$ cat config.mk
export PLATFORM = sky130hd
export DESIGN_NAME = lnt_ram
export DESIGN_NICKNAME = d
export VERILOG_FILES = /design/src/lnt_ram.sv
export SDC_FILE = /design/constraint.sdc
export NUM_CORES = 1
export LEC_CHECK = 0
export BUFFER_PORTS_ARGS = -buffer_cell sky130_fd_sc_hd__buf_4
export CAP_MARGIN = 30
export CORE_AREA = 2 2 228 230
export CTS_CLUSTER_SIZE = 20
export DETAILED_ROUTE_END_ITERATION = 12
export DIE_AREA = 0 0 230 232
export GPL_TIMING_DRIVEN = 0
export SETUP_SLACK_MARGIN = 0.02
export SLEW_MARGIN = 30
export SYNTH_ARGS = -nofsm -noshare
export SYNTH_HDL_FRONTEND = slang
export SYNTH_SLANG_ARGS = --single-unit
$ cat constraint.sdc
create_clock -name clk -period 3.8 [get_ports clk]
set_clock_uncertainty 0.1 [all_clocks]
set_input_delay 0.57 -clock clk [delete_from_list [all_inputs] [get_ports clk]]
set_output_delay 0.57 -clock clk [all_outputs]
set_load 0.01 [all_outputs]
$ cat src/lnt_ram.sv
// ============================================================================
// lnt_ram
// Simple dual-port RAM, one write and one registered read port.
// ============================================================================
`default_nettype none

module lnt_ram #(
    parameter int WIDTH = 32,
    parameter int DEPTH = 16
) (
    input  wire logic                     clk,
    input  wire logic                     wr_en,
    input  wire logic [$clog2(DEPTH)-1:0] wr_addr,
    input  wire logic [WIDTH-1:0]         wr_data,
    input  wire logic                     rd_en,
    input  wire logic [$clog2(DEPTH)-1:0] rd_addr,
    output logic      [WIDTH-1:0]         rd_data
);

    logic [WIDTH-1:0] mem_reg [DEPTH];

    always_ff @(posedge clk)
    begin
        if (wr_en)
        begin
            mem_reg[wr_addr] <= wr_data;
        end
        if (rd_en)
        begin
            rd_data <= mem_reg[rd_addr];
        end
    end

endmodule

`default_nettype wire

==> impl_metrics.env <==
export IMPL_crit_required_ns=3.99
export IMPL_cp_start_kind="input pin"
export IMPL_ys_seq_area_frac=0.810
export IMPL_cts_tree="built"
export IMPL_synth_compound_area_share=0.0238
export IMPL_fmax_mhz=446
export IMPL_drc=0
export IMPL_synth_warning_count=0
export IMPL_grt_total_usage=0.170
export IMPL_synthCells=838
export IMPL_setup_viol=0
export IMPL_synthXorXnorAreaFrac=0
export IMPL_ys_ff_latch=544
export IMPL_wirelength_um=44200
export IMPL_cts_root_buf="clkbuf_16"
export IMPL_synth_top_family_by_area="multiplexers"
export IMPL_start_util=0.396
export IMPL_r2r_slack_ns=2.18
export IMPL_die_w_um=230
export IMPL_grt_setup_unrepaired="false"
export IMPL_r2r_start="mem_reg[11][18]"
export IMPL_firstDrtPassIters=5
export IMPL_synth_cell_types=17
export IMPL_drv_slew=0
export IMPL_cp_endpoint="mem_reg[0][7]"
export IMPL_hold_class="input pin to flip-flop"
export IMPL_crit_buf_inv=4
export IMPL_synth_area_leaders="edfxtp_1 81%, mux4_2 14%, a22oi_1 2.4%"
export IMPL_dr_first_iter_drc_count=1037
export IMPL_row_count=83
export IMPL_numCtsBuffers=54
export IMPL_ir_drop_uv=312
export IMPL_grt_ovfl_total=0
export IMPL_synth_largest_area_cell="edfxtp_1"
export IMPL_clockBufferDepth=3
export IMPL_tightest_slew_ns=0.971
export IMPL_synthAdderAreaFrac=0
export IMPL_antenna_found_initial=2
export IMPL_cpMostUsedCell="buf_6"
export IMPL_vias=9303
export IMPL_synthTopCellsByCount="544 x edfxtp_1, 128 x mux4_2, 64 x a22oi_1"
export IMPL_grt_pass1_wl_um=65600
export IMPL_fin_nets=1053
export IMPL_wl_per_cell_um=25.5
export IMPL_power_leakage_nw=7.73
export IMPL_ctsHoldBuffers=0
export IMPL_port_buffers=72
export IMPL_drive_gt1_frac=0.335
export IMPL_largest_reg_flops=512
export IMPL_synth_fp_nets=881
export IMPL_final_cell_area_sq_mm=0.0241
export IMPL_critPathKind="input pin to flip-flop"
export IMPL_r2r_end="rd_data[18]"
export IMPL_rr_worst_depth=3
export IMPL_synth_ff_type="edfxtp_1"
export IMPL_synthMuxAreaShare=0.143
export IMPL_synthArstFlopShare=0
export IMPL_cp_depth=6
export IMPL_clk_pin_slew_ns=0.06
export IMPL_slowest_delay_ns=0.60
export IMPL_yosys_area_share_simple=0.0125
export IMPL_first_global_vias=9754
export IMPL_clock_sinks=544
export IMPL_period_needed_ns=2.24
export IMPL_timing_final_crit_share=0.590
export IMPL_htree_levels=2
export IMPL_cp_arrival_ns=2.43
export IMPL_placed_cell_area_sq_mm=0.0225
export IMPL_crit_start="wr_addr[2]"
export IMPL_end_kind="flip-flop"
export IMPL_hpwl_um=28800
export IMPL_max_cap_violations=0
export IMPL_area_growth_synth_to_final_pct=19.7
export IMPL_crit_chain="buf_4 > or3b_2 > nor3_4 > buf_8 > buf_6 > buf_6"
export IMPL_grt_max_degree=33
export IMPL_io_pin_count=75
export IMPL_run_status="completed"
export IMPL_synth_edff_count=544
export IMPL_fp_dieH_um=232
export IMPL_critical_path_top_delay_family="simple AND/OR/NAND/NOR gates"
export IMPL_dieArea_sq_mm=0.0534
export IMPL_cpMaxStageDelayCell="or3b_2"
export IMPL_post_cts_buffers=0
export IMPL_coreArea_sq_mm=0.0509
export IMPL_vias_per_cell=5.37
export IMPL_drtAntennaViolNets=0
export IMPL_globalplace_congestion=0.713
export IMPL_maxSlewHeadroom=0.352
export IMPL_syn_area_sq_mm=0.0202
export IMPL_cts_resized=0
export IMPL_p_per_area_mw_per_mm2=516
export IMPL_insertion_delay_ns=0.59
export IMPL_whs_ns=0.170
export IMPL_syn_avg_cell_area_sq_um=24.1
export IMPL_synth_most_common_cell="edfxtp_1"
export IMPL_synth_top_area_frac=0.810
export IMPL_finalHoldViolations=0
export IMPL_worstPathMaxFanout=11
per-layer routing:
| metal | wire, um | vias to the layer above | global-route usage |
|---|---|---|---|
| met3 | 2480 | 56 | 0.0275 |
| met4 | 771 | 0 | 0.0476 |
| li1 | - | 3958 | - |
| met5 | 0 | - | 0 |
| met2 | 21300 | 294 | 0.269 |
| met1 | 19700 | 4995 | 0.245 |
report_power, final:
part | total (mW) | internal (mW) | leakage, nW | switching, mW
sequential | 6.79 | 6.76 | 4.94 | 0.0307
clock | 4.99 | 2.84 | 0.822 | 2.15
combinational | 0.667 | 0.287 | 1.96 | 0.380
total | 12.5 | 9.89 | 7.73 | 2.56
cell type report:
| type | instances | area, sq um |
|---|---|---|
| diodes | 1 | 2.50 |
| plain buffers | 43 | 223 |
| clock buffers | 66 | 1460 |
| clock inverters | 31 | 191 |
| fillers | 4182 | 26700 |
| multi-input cells | 251 | 3730 |
| flip-flops and latches | 544 | 16300 |
| well taps | 680 | 851 |
| repair buffers | 116 | 1350 |
metrics by stage:
stage / utilization / setup WS, ns / power, mW / setup TNS [ns] / instances
finish: 0.475 / 1.56 / 12.5 / 0 / 1732
global route: 0.475 / 1.55 / 12.9 / 0 / 1731
CTS: 0.475 / 1.58 / 12.6 / 0 / 1731
detailed placement: 0.442 / 0.950 / 7.60 / 0 / 1634
global placement: 0.424 / -2.68 / 7.55 / -537.23 / 1590
floorplan: - / 0.251 / 7.25 / 0 / 838
cells by family (layout without fill, tap and decap cells):
group                  after synthesis  count (layout)
DFF                                544             544
muxes                              128             128
AOI/OAI and AO/OA                   64              64
and+or+nand+nor                     59              59
buffers and inverters               43             256
other                                0               1
layout by cell type, fill, tap and decap left out:
master	n
nand2_1	33
clkbuf_16	57
and2_1	1
diode_2	1
clkinv_2	14
buf_4	100
clkbuf_1	26
edfxtp_1	544
buf_16	23
clkinv_1	14
nor3_2	3
or3b_2	1
clkinv_4	1
buf_6	4
nand3b_1	2
nand2b_1	2
buf_1	9
nor2_1	1
buf_8	2
buf_2	4
mux4_2	128
nor2b_1	2
bufinv_16	2
a22oi_1	64
nor3_4	1
nand3_1	1
nor2_4	12
worst min-delay path by stage:
stage,startpoint,end,slack [ns],cells past startpoint
floorplan,wr_data[0],mem_reg[0][0],0.57,0
global placement,mem_reg[15][9],rd_data[9],0.63,3
detailed placement,mem_reg[14][2],rd_data[2],0.64,3
CTS,wr_data[27],mem_reg[10][27],0.14,1
global route,wr_data[22],mem_reg[2][22],0.17,1
finish,wr_data[27],mem_reg[10][27],0.17,1
No activity file was read; power rests on OpenSTA's default activity.
